### src/rtl/wltp_pkg.sv
`default_nettype none

package wltp_pkg;

    // Reset value of the tower distance register (100 mm in Q16.16)
    localparam logic [30:0] TOWER_DIST_RESET = 31'd6553600;

    // Queue between front and back
    localparam int QUEUE_DEPTH = 4;
    localparam int QUEUE_AW    = 2;

    // Quotient bits produced by the divider, one per stage
    localparam int DIV_STEPS   = 34;
    // Multiply, sum, divide steps, round, output
    localparam int BACK_STAGES = DIV_STEPS + 4;

    // Lane order on the output word
    localparam int LANE_PLUS_Y  = 0;
    localparam int LANE_PLUS_Z  = 1;
    localparam int LANE_MINUS_Y = 2;
    localparam int LANE_MINUS_Z = 3;
    localparam int LANES        = 4;

    // One classified point pair, as queued for the back end
    typedef struct packed {
        logic               last;
        logic               deg;
        logic signed [31:0] y1;
        logic signed [31:0] z1;
        logic [33:0]        den_mag;
        logic [32:0]        span_plus_mag;
        logic [32:0]        span_minus_mag;
        logic [31:0]        dy_mag;
        logic [31:0]        dz_mag;
        logic [3:0]         neg;
    } t_entry;

    // Queue status toward the front and back
    typedef struct packed {
        logic full;
        logic empty;
    } t_queue_status;

endpackage

`default_nettype wire

### src/rtl/wltp_queue.sv
`default_nettype none

module wltp_queue
    import wltp_pkg::*;
(
    input  wire logic    i_clk,
    input  wire logic    i_rst_n,
    input  wire logic    i_push,
    input  wire t_entry  i_entry,
    input  wire logic    i_pop,
    output t_entry       o_entry,
    output t_queue_status o_status
);

    t_entry              r_mem [QUEUE_DEPTH];
    logic [QUEUE_AW-1:0] r_wp;
    logic [QUEUE_AW-1:0] r_rp;
    logic [QUEUE_AW:0]   r_cnt;
    logic [QUEUE_AW:0]   n_cnt;

    assign o_status.full  = (r_cnt == (QUEUE_AW+1)'(QUEUE_DEPTH));
    assign o_status.empty = (r_cnt == '0);
    assign o_entry        = r_mem[r_rp];

    // Track fill level
    always_comb begin
        n_cnt = r_cnt;
        if (i_push && !i_pop) begin
            n_cnt = r_cnt + 1'b1;
        end else if (!i_push && i_pop) begin
            n_cnt = r_cnt - 1'b1;
        end
    end

    // Advance pointers
    always_ff @(posedge i_clk) begin
        if (!i_rst_n) begin
            r_wp  <= '0;
            r_rp  <= '0;
            r_cnt <= '0;
        end else begin
            r_cnt <= n_cnt;
            if (i_push) begin
                r_wp <= r_wp + 1'b1;
            end
            if (i_pop) begin
                r_rp <= r_rp + 1'b1;
            end
        end
    end

    // Store words
    always_ff @(posedge i_clk) begin
        if (i_push) begin
            r_mem[r_wp] <= i_entry;
        end
    end

    a_no_overflow: assert property (@(posedge i_clk) disable iff (!i_rst_n)
        i_push |-> (!o_status.full || i_pop))
        else $error("queue push while full");

    a_no_underflow: assert property (@(posedge i_clk) disable iff (!i_rst_n)
        i_pop |-> !o_status.empty)
        else $error("queue pop while empty");

    a_count_range: assert property (@(posedge i_clk) disable iff (!i_rst_n)
        r_cnt <= (QUEUE_AW+1)'(QUEUE_DEPTH))
        else $error("queue count out of range");

endmodule

`default_nettype wire

### config.mk
export PLATFORM = sky130hd
export DESIGN_NAME = wltp_queue
export DESIGN_NICKNAME = d
export VERILOG_FILES = /design/src/rtl/wltp_pkg.sv /design/src/rtl/wltp_queue.sv
export SDC_FILE = /design/constraint.sdc
export NUM_CORES = 1
export LEC_CHECK = 0
export BUFFER_PORTS_ARGS = -buffer_cell sky130_fd_sc_hd__buf_2
export CORE_MARGIN = 4
export CORE_UTILIZATION = 50
export CTS_CLUSTER_SIZE = 30
export DETAILED_ROUTE_END_ITERATION = 12
export PLACE_DENSITY = 0.71
export RECOVER_POWER = 25
export SYNTH_ARGS = -nofsm -noshare
export SYNTH_HDL_FRONTEND = slang
export SYNTH_SLANG_ARGS = --single-unit
### constraint.sdc
create_clock -name i_clk -period 9.5 [get_ports i_clk]
set_input_delay 0.95 -clock i_clk [delete_from_list [all_inputs] [get_ports i_clk]]
set_output_delay 0.95 -clock i_clk [all_outputs]
set_load 0.01 [all_outputs]
==> flow_metrics.env <==
export IMPL_ff_latch_area_um2=28300
export IMPL_cts_buffers=94
export IMPL_worstMarginPinSlew_ns=1.08
export IMPL_critPathCapture="o_entry[53]"
export IMPL_rsz0062_at_grt="no"
export IMPL_grt_usage_pct=18.8
export IMPL_area_growth_pct=17.7
export IMPL_synth_top_cell_by_area="edfxtp_1"
export IMPL_reg2reg_depth=4
export IMPL_initial_utilization_pct=50.6
export IMPL_critPathTopFamily="buffers and inverters"
export IMPL_synthTopCellsByArea="edfxtp_1 (82%), mux4_2 (15%), buf_6 (0.63%)"
export IMPL_totalWireLength_mm=68.8
export IMPL_drive_above_1_share_pct=38.4
export IMPL_timing_final_hold_violations=0
export IMPL_ys_flop_type="edfxtp_1"
export IMPL_synth_area_um2=34200
export IMPL_drc_errors=0
export IMPL_path_cells="buf_4 > buf_4 > mux4_2 > buf_2"
export IMPL_fin_tns_setup_ns=0
export IMPL_yosys_warnings=0
export IMPL_ctsHoldBuffers=0
export IMPL_setup_slack_ns=4.83
export IMPL_yosys_cell_types_count=21
export IMPL_ff2ff_setup_slack_ns=6.55
export IMPL_ant_nets=0
export IMPL_total_power_mw=9.20
export IMPL_vias_per_cell=5.56
export IMPL_final_max_slew_violation_count=0
export IMPL_wl_per_cell_um=24.9
export IMPL_crit_required_ns=8.55
export IMPL_crit_buf_inv=3
export IMPL_multi_input_area_um2=5530
export IMPL_worstSetupEndpointType="output pin"
export IMPL_post_cts_buffers=0
export IMPL_final_util_pct=59.6
export IMPL_skew_ns=0.0278
export IMPL_final_cells=2759
export IMPL_worstSetupStartpointType="register"
export IMPL_ir_worst_vdd_mv=0.212
export IMPL_finalSetupViolations=0
export IMPL_critical_path_class="reg2out"
export IMPL_dieArea_um2=72600
export IMPL_rows=95
export IMPL_ys_seq_area_share_pct=82.7
export IMPL_die_h_um=270
export IMPL_cts_resized=0
export IMPL_place_ws_ns=5.32
export IMPL_cts_tree="built"
export IMPL_hp_class="in2reg"
export IMPL_min_period_ns=4.67
export IMPL_final_common_cell="edfxtp_1"
export IMPL_synth_avg_cell_area_um2=27.0
export IMPL_period_share_pct=49.1
export IMPL_grt_max_degree=92
export IMPL_status="completed"
export IMPL_synth_cells=1265
export IMPL_ys_ff_latch=945
export IMPL_die_x_um=270
export IMPL_ys_async_sr_fraction_pct=0
export IMPL_placed_area_um2=37500
export IMPL_nNetsFinal=2047
export IMPL_core_area_um2=67500
export IMPL_cp_max_fo=46
export IMPL_syn_nets=1509
export IMPL_synth_top_area_share_pct=82.2
export IMPL_timing_hold_ws_ns=0.536
export IMPL_vias=15341
export IMPL_htree_levels=3
export IMPL_hpwl_mm=41.9
export IMPL_clockRootBuffer="clkbuf_16"
export IMPL_fmax_mhz=214
export IMPL_antenna_found_initial=21
export IMPL_cp_depth=4
export IMPL_reg2reg_to="r_mem[3][194]"
export IMPL_nFillCells=4788
export IMPL_cap_violations=0
export IMPL_firstDrtPassIters=5
export IMPL_synth_edf_count=936
export IMPL_timing_rr_start="r_wp[0]"
export IMPL_final_cell_mix="edfxtp_1 (936), buf_2 (325), mux4_2 (234)"
export IMPL_io_buffers=473
export IMPL_powerDensity_nw_per_um2=229
export IMPL_postLayoutCellArea_um2=40300
export IMPL_crit_slowest_cell="dfxtp_4"
export IMPL_path_clk_slew_ns=0.06
export IMPL_clock_latency_ns=0.64
export IMPL_grt_pass1_vias=16106
export IMPL_dp_cells=2580
export IMPL_grt_pass1_wl_mm=103
export IMPL_drt_initial_drc_count=1273
export IMPL_relSlewSlack_pct=28.1
export IMPL_ios=474
export IMPL_worstPathArrival_ns=3.72
export IMPL_crit_top_cell="buf_4"
export IMPL_gp_congestion=0.758
export IMPL_cpPeakStageDelay_ns=0.96
export IMPL_power_leakage_nw=13.1
export IMPL_cts_buffer_depth=3
export IMPL_clock_sinks=945
export IMPL_grt_overflow=0
-- worst register-to-register path, cell delays in order (launching register included) --
cell,delay [ns]
dfxtp_1,0.41
ha_1,0.17
and2_4,0.14
buf_4,0.74
buf_4,1.07
-- power breakdown --
group / internal, mW / total [mW] / switching (mW) / leakage [nW]
clock: 2.02 / 3.50 / 1.48 / 1.44
combinational: 0.369 / 0.841 / 0.472 / 2.98
sequential: 4.80 / 4.86 / 0.0613 / 8.67
total: 7.19 / 9.20 / 2.02 / 13.1
-- metal layers --
| layer | up-vias | GRT usage, % | part of all wire (%) |
|---|---|---|---|
| li1 | 6626 | - | - |
| met1 | 8021 | 25.2 | 39 |
| met2 | 566 | 29.7 | 49 |
| met3 | 114 | 6.20 | 9.1 |
| met4 | 14 | 5.67 | 2.3 |
| met5 | - | 0 | 0.12 |
-- final cells by class --
| cell class | count | share of cell area [%] |
|---|---|---|
| Antenna cell | 15 | 0.0932 |
| Clock buffer | 116 | 6.15 |
| Clock inverter | 48 | 1.13 |
| Inverter | 4 | 0.0373 |
| Multi-Input combinational cell | 264 | 13.7 |
| Sequential cell | 945 | 70.3 |
| Tap cell | 873 | 2.71 |
| Timing Repair Buffer | 494 | 5.84 |
-- how the worst min path moves through the flow --
| stage | startpoint | end | cells after the start |
|---|---|---|---|
| CTS | i_entry[50] | r_mem[0][50] | 1 |
| finish | i_entry[26] | r_mem[0][26] | 1 |
| floorplan | r_cnt[2] | r_cnt[2] | 2 |
| detailed placement | r_cnt[2] | r_cnt[2] | 2 |
| global placement | r_cnt[2] | r_cnt[2] | 2 |
| global route | i_entry[204] | r_mem[1][204] | 1 |
-- cell families (layout without fill, tap and decap cells) --
group           count (synthesis)  count (layout)  share of synthesized area (%)
simple gates                   15              15                          0.267
buf+inv                        56             662                           1.13
xor+xnor                        5               5                          0.128
mux                           236             236                           15.5
fa+ha+maj                       6               6                          0.242
other cells                     0              15                              0
flops                         945             945                           82.7
compound gates                  2               2                         0.0366
-- state kept, by name, summed over array words and instances, names as in the netlist, named ones only --
| register | flops |
|---|---|
| r_cnt | 3 |
| r_wp | 2 |
| r_mem | 936 |
| r_rp | 2 |
-- synthesized netlist by cell type, drive strengths merged, types with 2 or more instances --
cell / count
nor2b: 2
ha: 5
mux4: 234
and2: 9
clkbuf: 6
xor2: 3
xnor2: 2
edfxtp: 936
buf: 46
inv: 4
mux2i: 2
dfxtp: 9
Note: power is estimated with default switching activity, not from simulation.
