**src/rtl/wltp_pkg.sv**
```systemverilog
`default_nettype none

package wltp_pkg;

    // Reset value of the tower distance register (100 mm in Q16.16)
    localparam logic [30:0] TOWER_DIST_RESET = 31'd6553600;

    // Queue between front and back
    localparam int QUEUE_DEPTH = 4;
    localparam int QUEUE_AW    = 2;

    // Quotient bits produced by the divider, one per stage
    localparam int DIV_STEPS   = 34;
    // Multiply, sum, divide steps, round, output
    localparam int BACK_STAGES = DIV_STEPS + 4;

    // Lane order on the output word
    localparam int LANE_PLUS_Y  = 0;
    localparam int LANE_PLUS_Z  = 1;
    localparam int LANE_MINUS_Y = 2;
    localparam int LANE_MINUS_Z = 3;
    localparam int LANES        = 4;

    // One classified point pair, as queued for the back end
    typedef struct packed {
        logic               last;
        logic               deg;
        logic signed [31:0] y1;
        logic signed [31:0] z1;
        logic [33:0]        den_mag;
        logic [32:0]        span_plus_mag;
        logic [32:0]        span_minus_mag;
        logic [31:0]        dy_mag;
        logic [31:0]        dz_mag;
        logic [3:0]         neg;
    } t_entry;

    // Queue status toward the front and back
    typedef struct packed {
        logic full;
        logic empty;
    } t_queue_status;

endpackage

`default_nettype wire

```
**src/rtl/wltp_front.sv**
```systemverilog
`default_nettype none

module wltp_front
    import wltp_pkg::*;
(
    input  wire logic [30:0]        i_dist,
    input  wire logic signed [31:0] i_near_x,
    input  wire logic signed [31:0] i_near_y,
    input  wire logic signed [31:0] i_near_z,
    input  wire logic signed [31:0] i_far_x,
    input  wire logic signed [31:0] i_far_y,
    input  wire logic signed [31:0] i_far_z,
    input  wire logic               i_last,
    output t_entry                  o_entry
);

    logic signed [34:0] two_x1;
    logic signed [34:0] dist_ext;
    logic signed [34:0] span_plus;
    logic signed [34:0] span_minus;
    logic signed [32:0] dx;
    logic signed [32:0] dy;
    logic signed [32:0] dz;
    logic [32:0]        dx_abs;
    logic [32:0]        dy_abs;
    logic [32:0]        dz_abs;
    logic [34:0]        sp_abs;
    logic [34:0]        sm_abs;
    logic               s_sp;
    logic               s_sm;

    // Form spans to both tower planes, doubled so the half distance stays exact
    always_comb begin
        two_x1     = {{2{i_near_x[31]}}, i_near_x, 1'b0};
        dist_ext   = {4'b0, i_dist};
        span_plus  = dist_ext - two_x1;
        span_minus = -dist_ext - two_x1;
        dx = {i_far_x[31], i_far_x} - {i_near_x[31], i_near_x};
        dy = {i_far_y[31], i_far_y} - {i_near_y[31], i_near_y};
        dz = {i_far_z[31], i_far_z} - {i_near_z[31], i_near_z};
        s_sp   = span_plus[34];
        s_sm   = span_minus[34];
        sp_abs = s_sp ? 35'(-span_plus) : 35'(span_plus);
        sm_abs = s_sm ? 35'(-span_minus) : 35'(span_minus);
        dx_abs = dx[32] ? 33'(-dx) : 33'(dx);
        dy_abs = dy[32] ? 33'(-dy) : 33'(dy);
        dz_abs = dz[32] ? 33'(-dz) : 33'(dz);
    end

    // Classify into magnitudes and result signs
    always_comb begin
        o_entry.last           = i_last;
        o_entry.deg            = (dx == '0);
        o_entry.y1             = i_near_y;
        o_entry.z1             = i_near_z;
        o_entry.den_mag        = {dx_abs, 1'b0};
        o_entry.span_plus_mag  = sp_abs[32:0];
        o_entry.span_minus_mag = sm_abs[32:0];
        o_entry.dy_mag         = dy_abs[31:0];
        o_entry.dz_mag         = dz_abs[31:0];
        o_entry.neg[LANE_PLUS_Y]  = s_sp ^ dy[32] ^ dx[32];
        o_entry.neg[LANE_PLUS_Z]  = s_sp ^ dz[32] ^ dx[32];
        o_entry.neg[LANE_MINUS_Y] = s_sm ^ dy[32] ^ dx[32];
        o_entry.neg[LANE_MINUS_Z] = s_sm ^ dz[32] ^ dx[32];
    end

endmodule

`default_nettype wire

```
**config.mk**
```make
export PLATFORM = sky130hd
export DESIGN_NAME = wltp_front
export DESIGN_NICKNAME = d
export VERILOG_FILES = /design/src/rtl/wltp_pkg.sv /design/src/rtl/wltp_front.sv
export SDC_FILE = /design/constraint.sdc
export NUM_CORES = 1
export LEC_CHECK = 0
export BUFFER_PORTS_ARGS = -buffer_cell sky130_fd_sc_hd__clkbuf_2
export CAP_MARGIN = 10
export CELL_PAD_IN_SITES_DETAIL_PLACEMENT = 1
export CELL_PAD_IN_SITES_GLOBAL_PLACEMENT = 1
export CORE_MARGIN = 1.5
export CORE_UTILIZATION = 41
export DETAILED_ROUTE_END_ITERATION = 12
export GPL_TIMING_DRIVEN = 0
export PLACE_DENSITY_LB_ADDON = 0.3
export SKIP_LAST_GASP = 1
export SLEW_MARGIN = 25
export SYNTH_ARGS = -nofsm -noshare
export SYNTH_HDL_FRONTEND = slang
export SYNTH_SLANG_ARGS = --single-unit
```
**constraint.sdc**
```tcl
create_clock -name vclk -period 6.2
set_input_delay 0.31 -clock vclk [all_inputs]
set_output_delay 0.31 -clock vclk [all_outputs]
set_load 0.02 [all_outputs]
```
==> results_dict.tcl, run 1 <==
set metrics [dict create \
    nClkBuffers 0 \
    cp_slowest_cell "nor2_1" \
    port_buffers 456 \
    initial_core_util_pct 41.8 \
    die-height_um 191 \
    dieArea_um2 36400 \
    crit_family "compound AO/OA/AOI/OAI gates" \
    p_leak_nw 8.69 \
    synthesis.nets 2589 \
    worstPathRequired_ns 5.89 \
    postCtsHoldBufs 0 \
    final_util_pct 50.1 \
    maxCapViolations 0 \
    setup.worst_path.class "primary input to primary output" \
    hold_path_class "primary input to primary output" \
    final_common_cell "clkbuf_2" \
    synth_area_um2 14500 \
    grt_max_degree 11 \
    drt_iter0_markers 754 \
    status "complete, no violations" \
    avgRoutedWirePerCell_um 18.8 \
    rsz0062_at_grt "false" \
    grt_pass1_wl_um 89900 \
    cts_resized 0 \
    antenna_found_initial 7 \
    drv_slew 0 \
    crit_path_end_kind "primary output" \
    nets 3047 \
    grt_usage_pct 29.9 \
    drt_first_pass_iters 5 \
    slowest_delay_ns 0.73 \
    seqCellArea_um2 0 \
    drt_drc_violations_left 0 \
    fp-row-count 68 \
    hold_depth 2 \
    fin_crit_sh_pct 90.9 \
    arrival_ns 5.33 \
    powerDensity_nw_per_um2 179 \
    hp-start "i_last" \
    max_slew_margin_pct 37.7 \
    ios 458 \
    core_um2 34600 \
    final_area_um2 17400 \
    cp-start-kind "primary input" \
    synth.largest_area_cell "ha_1" \
    min_period_ns 5.64 \
    hold_viol_final 0 \
    synth_seq_area_share_pct 0 \
    grt_pass1_vias 17860 \
    dpl_cell_area_um2 17300 \
    path_max_fanout 10 \
    seq_cell_count 0 \
    num_vias 17719 \
    ys_types 91 \
    area_growth_syn_to_layout_pct 19.9 \
    gp_congestion 0.938 \
    avgViaCountPerCell 5.74 \
    synthCells 2168 \
    whs_ns 0.856 \
    min_to "o_entry[233]" \
    worstMarginPinSlew_ns 0.931 \
    ir_worst_vdd_mv 0.135 \
    fmax_ghz 0.177 \
    fin_tns_setup_ns 0 \
    crit_chain "clkbuf_2 -> inv_1 -> ha_1 -> ha_1 -> and3_1 -> a221o_1 -> a21oi_1 -> o21ai_0 -> a21oi_1 -> o41ai_1 -> o41ai_2 -> nor2_1 -> nor2_1 -> clkbuf_1 -> o21ai_0 -> xnor2_1 -> clkbuf_2" \
    layout_common_cells "clkbuf_2 (456), inv_1 (217), a21oi_1 (192), ha_1 (192), xnor2_1 (182)" \
    cp_num_buf_inv 4 \
    dp_hpwl_um 51500 \
    overflow 0 \
    die_w_um 191 \
    avgSynthCellArea_um2 6.68 \
    ant_nets 0 \
    ys_warn_count 0 \
    drt-total-wl_um 58000 \
    ys_top_cells_by_area "ha_1 (17%), xnor2_1 (11%), a21oi_1 (6.6%)" \
    synth_top_area_share_pct 16.6 \
    cts_setup_buffers 0 \
    drive_above_1_share_pct 22.3 \
    setup_violations 0 \
]
## layout make-up
cell class | count | area [um^2]
Antenna cell | 7 | 17.5
Buffer | 139 | 782
Fill cell | 4880 | 17300
Inverter | 217 | 815
Multi-Input combinational cell | 1812 | 12900
Tap cell | 455 | 569
Timing Repair Buffer | 456 | 2280
## Yosys cell counts, types with 23 or more instances
cell,instances
buf_4,68
xor2_1,87
ha_1,192
nand4_1,28
clkbuf_1,66
nand3_1,44
xnor2_1,182
nor2b_1,35
nor3_1,50
o31ai_1,27
a21oi_1,192
a21o_1,77
o21a_1,23
and2_1,27
inv_1,217
o211ai_1,27
a31oi_1,34
nor2_1,159
nand2_1,148
o21ai_0,112
## power by group
group	internal [W]	total, W	switching (W)
Sequential	0	0	0
Combinational	0.00109	0.00310	0.00201
Clock	0.000000000152	0.000000000152	0
## per-layer routing
layer	track usage (%)	wire length [um]	share of wire [%]	vias up
li1	-	-	-	8627
met5	0	43	0.074	-
met3	2.75	2750	4.7	115
met1	33.9	23500	40	8485
met4	11.9	2310	4.0	6
met2	56.9	29400	51	486
## kinds of logic (layout without fill, tap and decap cells)
logic type / count (synthesis) / after routing / synth area share, %
compound gates: 675 / 675 / 31.0
xor+xnor: 269 / 269 / 16.3
fa+ha+maj: 197 / 197 / 17.3
buf+inv: 356 / 812 / 11.0
mux: 13 / 13 / 0.916
other cells: 1 / 8 / 0.0259
simple gates: 657 / 657 / 23.5
## how the worst max path moves through the flow
stage                      startpoint           end  slack (ns)  depth (start not counted)
final                     i_near_x[5]   o_entry[93]        0.56                         17
after global routing      i_near_x[5]   o_entry[97]        0.09                         17
after CTS                 i_near_x[5]   o_entry[97]        0.56                         17
after detailed placement  i_near_x[5]   o_entry[97]        0.57                         17
after global placement    i_near_x[5]   o_entry[97]        0.68                         17
after floorplan             i_dist[1]  o_entry[130]        1.84                         15
## stage by stage
step / instances / power, W / setup WS [ns]
after floorplan: 2168 / 0.00212 / 1.84
after global placement: 3079 / 0.00301 / 0.680
after detailed placement: 3079 / 0.00308 / 0.572
after CTS: 3079 / 0.00309 / 0.558
after global routing: 3083 / 0.00334 / 0.0906
final: 3086 / 0.00310 / 0.563
Power figures use the tool's default switching activity.
==> run 2, diff against run 1 <==
- CELL_PAD_IN_SITES_DETAIL_PLACEMENT: 1 -> not set
- CELL_PAD_IN_SITES_GLOBAL_PLACEMENT: 1 -> not set
- CORE_UTILIZATION: 41 -> 45
- PLACE_DENSITY: not set -> 0.76
- PLACE_DENSITY_LB_ADDON: 0.3 -> not set
==> run 2 against run 1 <==
  * Combinational power hardly changed
  * Worst hold slack worse by 0.012 ns
  * Power down 0.74%
  * Worst setup slack better by 0.30 ns
  * Count of clock-buffer cells in the layout unchanged
==> results_dict.tcl, run 2 (synthesis gave the netlist of run 1 again) <==
set metrics [dict create \
    drt_first_pass_iters 5 \
    drt_iter0_markers 1088 \
    cp-start-kind "primary input" \
    clockPowerShare_pct 0 \
    grt_pass1_vias 16331 \
    p_leak_nw 8.68 \
    intPower_w 0.00109 \
    crit_path_end_kind "primary output" \
    maxCapViolations 0 \
    fmax_ghz 0.187 \
    grt_usage_pct 30.2 \
    dp_hpwl_um 46900 \
    nClkBuffers 0 \
    grt_max_degree 11 \
    ios 458 \
    seq_cell_count 0 \
    port_buffers 456 \
    setup.worst_path.class "primary input to primary output" \
    place_inst 3026 \
    rsz0062_at_grt "false" \
    avgRoutedWirePerCell_um 17.6 \
    setup_violations 0 \
    status "complete, no violations" \
    cts_setup_buffers 0 \
    ir_worst_vdd_mv 0.150 \
    layout_common_cells "clkbuf_2 (456), inv_1 (217), a21oi_1 (192), ha_1 (192), xnor2_1 (182)" \
    seqCellArea_um2 0 \
    worstPathRequired_ns 5.89 \
    hold_path_class "primary input to primary output" \
    fin_crit_sh_pct 86.1 \
    ant_nets 0 \
    antenna_found_initial 6 \
    min_period_ns 5.34 \
    max_slew_margin_pct 32.5 \
    final_common_cell "clkbuf_2" \
    num_vias 17625 \
    core_um2 31600 \
    powerDensity_nw_per_um2 178 \
    switchingPower_w 0.00198 \
    area_growth_syn_to_layout_pct 19.3 \
    startpoint "i_near_x[0]" \
    dieArea_um2 33300 \
    combPwrFrac_pct 100.0 \
    fin_cells 3031 \
    grt_pass1_wl_um 83000 \
    switching_share_pct 64.5 \
    overflow 0 \
    fin_tns_setup_ns 0 \
    nets 3047 \
    drive_above_1_share_pct 22.2 \
    endpoint "o_entry[149]" \
    initial_core_util_pct 45.8 \
    gp_congestion 0.976 \
    hold_viol_final 0 \
    avgViaCountPerCell 5.81 \
    postCtsHoldBufs 0 \
    fp-row-count 65 \
    path_max_fanout 10 \
    drt_drc_violations_left 0 \
    p_seq_share_pct 0 \
    worstMarginPinSlew_ns 1.01 \
    drt-total-wl_um 53400 \
    die_w_um 182 \
    cts_resized 0 \
    arrival_ns 5.03 \
    drv_slew 0 \
    n_fill_cell 3257 \
    die-height_um 182 \
]
-- run 2: cell count changes in the layout (fill, tap and decap cells not counted), sizes merged --
| cell | before | now |
|---|---|---|
| diode | 7 | 5 |
-- run 2: critical path: stages --
cell and delay [ns]:
clkbuf_2 0.15, ha_1 0.19, inv_1 0.05, fa_1 0.40
a21o_1 0.18, a21oi_1 0.28, o211ai_1 0.17, a211oi_1 0.60
a2111oi_1 0.32, o211a_1 0.30, o31a_1 0.26, nor3_1 0.19
mux2_2 0.40, clkbuf_1 0.56, o21ai_0 0.25, xnor2_1 0.22
clkbuf_2 0.20
-- run 2: power groups by stage --
| stage | logic [W] | registers [W] | clock network [W] |
|---|---|---|---|
| finish | 0.00308 | 0 | 0.000000000108 |
| floorplan | 0.00212 | 0 | 0 |
| CTS | 0.00305 | 0 | 0 |
| detailed placement | 0.00304 | 0 | 0 |
| global route | 0.00331 | 0 | 0.0000000000866 |
| global placement | 0.00301 | 0 | 0 |
-- run 2: worst min-delay path by stage --
| stage | from | to | cells past startpoint |
|---|---|---|---|
| floorplan | i_dist[0] | o_entry[101] | 1 |
| global route | i_last | o_entry[233] | 2 |
| CTS | i_last | o_entry[233] | 2 |
| finish | i_last | o_entry[233] | 2 |
| detailed placement | i_last | o_entry[233] | 2 |
| global placement | i_last | o_entry[233] | 2 |
-- run 2: layout make-up --
class / instances / area (um^2) / area share, %
multi-input cells: 1812 / 12900 / 74.6
repair buffers: 456 / 2280 / 13.2
inverters: 217 / 815 / 4.72
plain buffers: 139 / 782 / 4.53
well taps: 402 / 503 / 2.91
diodes: 5 / 12.5 / 0.0724
-- run 2: stage by stage --
step | hold WS, ns | util, % | setup slack, ns | total power [W] | instance area (um^2)
finish | 0.844 | 54.6 | 0.862 | 0.00308 | 17300
global placement | 0.846 | 54.6 | 0.985 | 0.00301 | 17300
detailed placement | 0.845 | 54.6 | 1.01 | 0.00304 | 17300
floorplan | 0.733 | - | 1.84 | 0.00212 | 14500
CTS | 0.845 | 54.6 | 0.973 | 0.00305 | 17300
global route | 0.853 | 54.6 | 0.530 | 0.00331 | 17300
-- run 2: layer usage --
metal	GRT usage, %	part of all wire, %	vias up
met1	36.5	41	8169
met3	2.89	6.6	114
met5	0	0.017	-
li1	-	-	8652
met2	54.3	48	688
met4	13.1	4.4	2
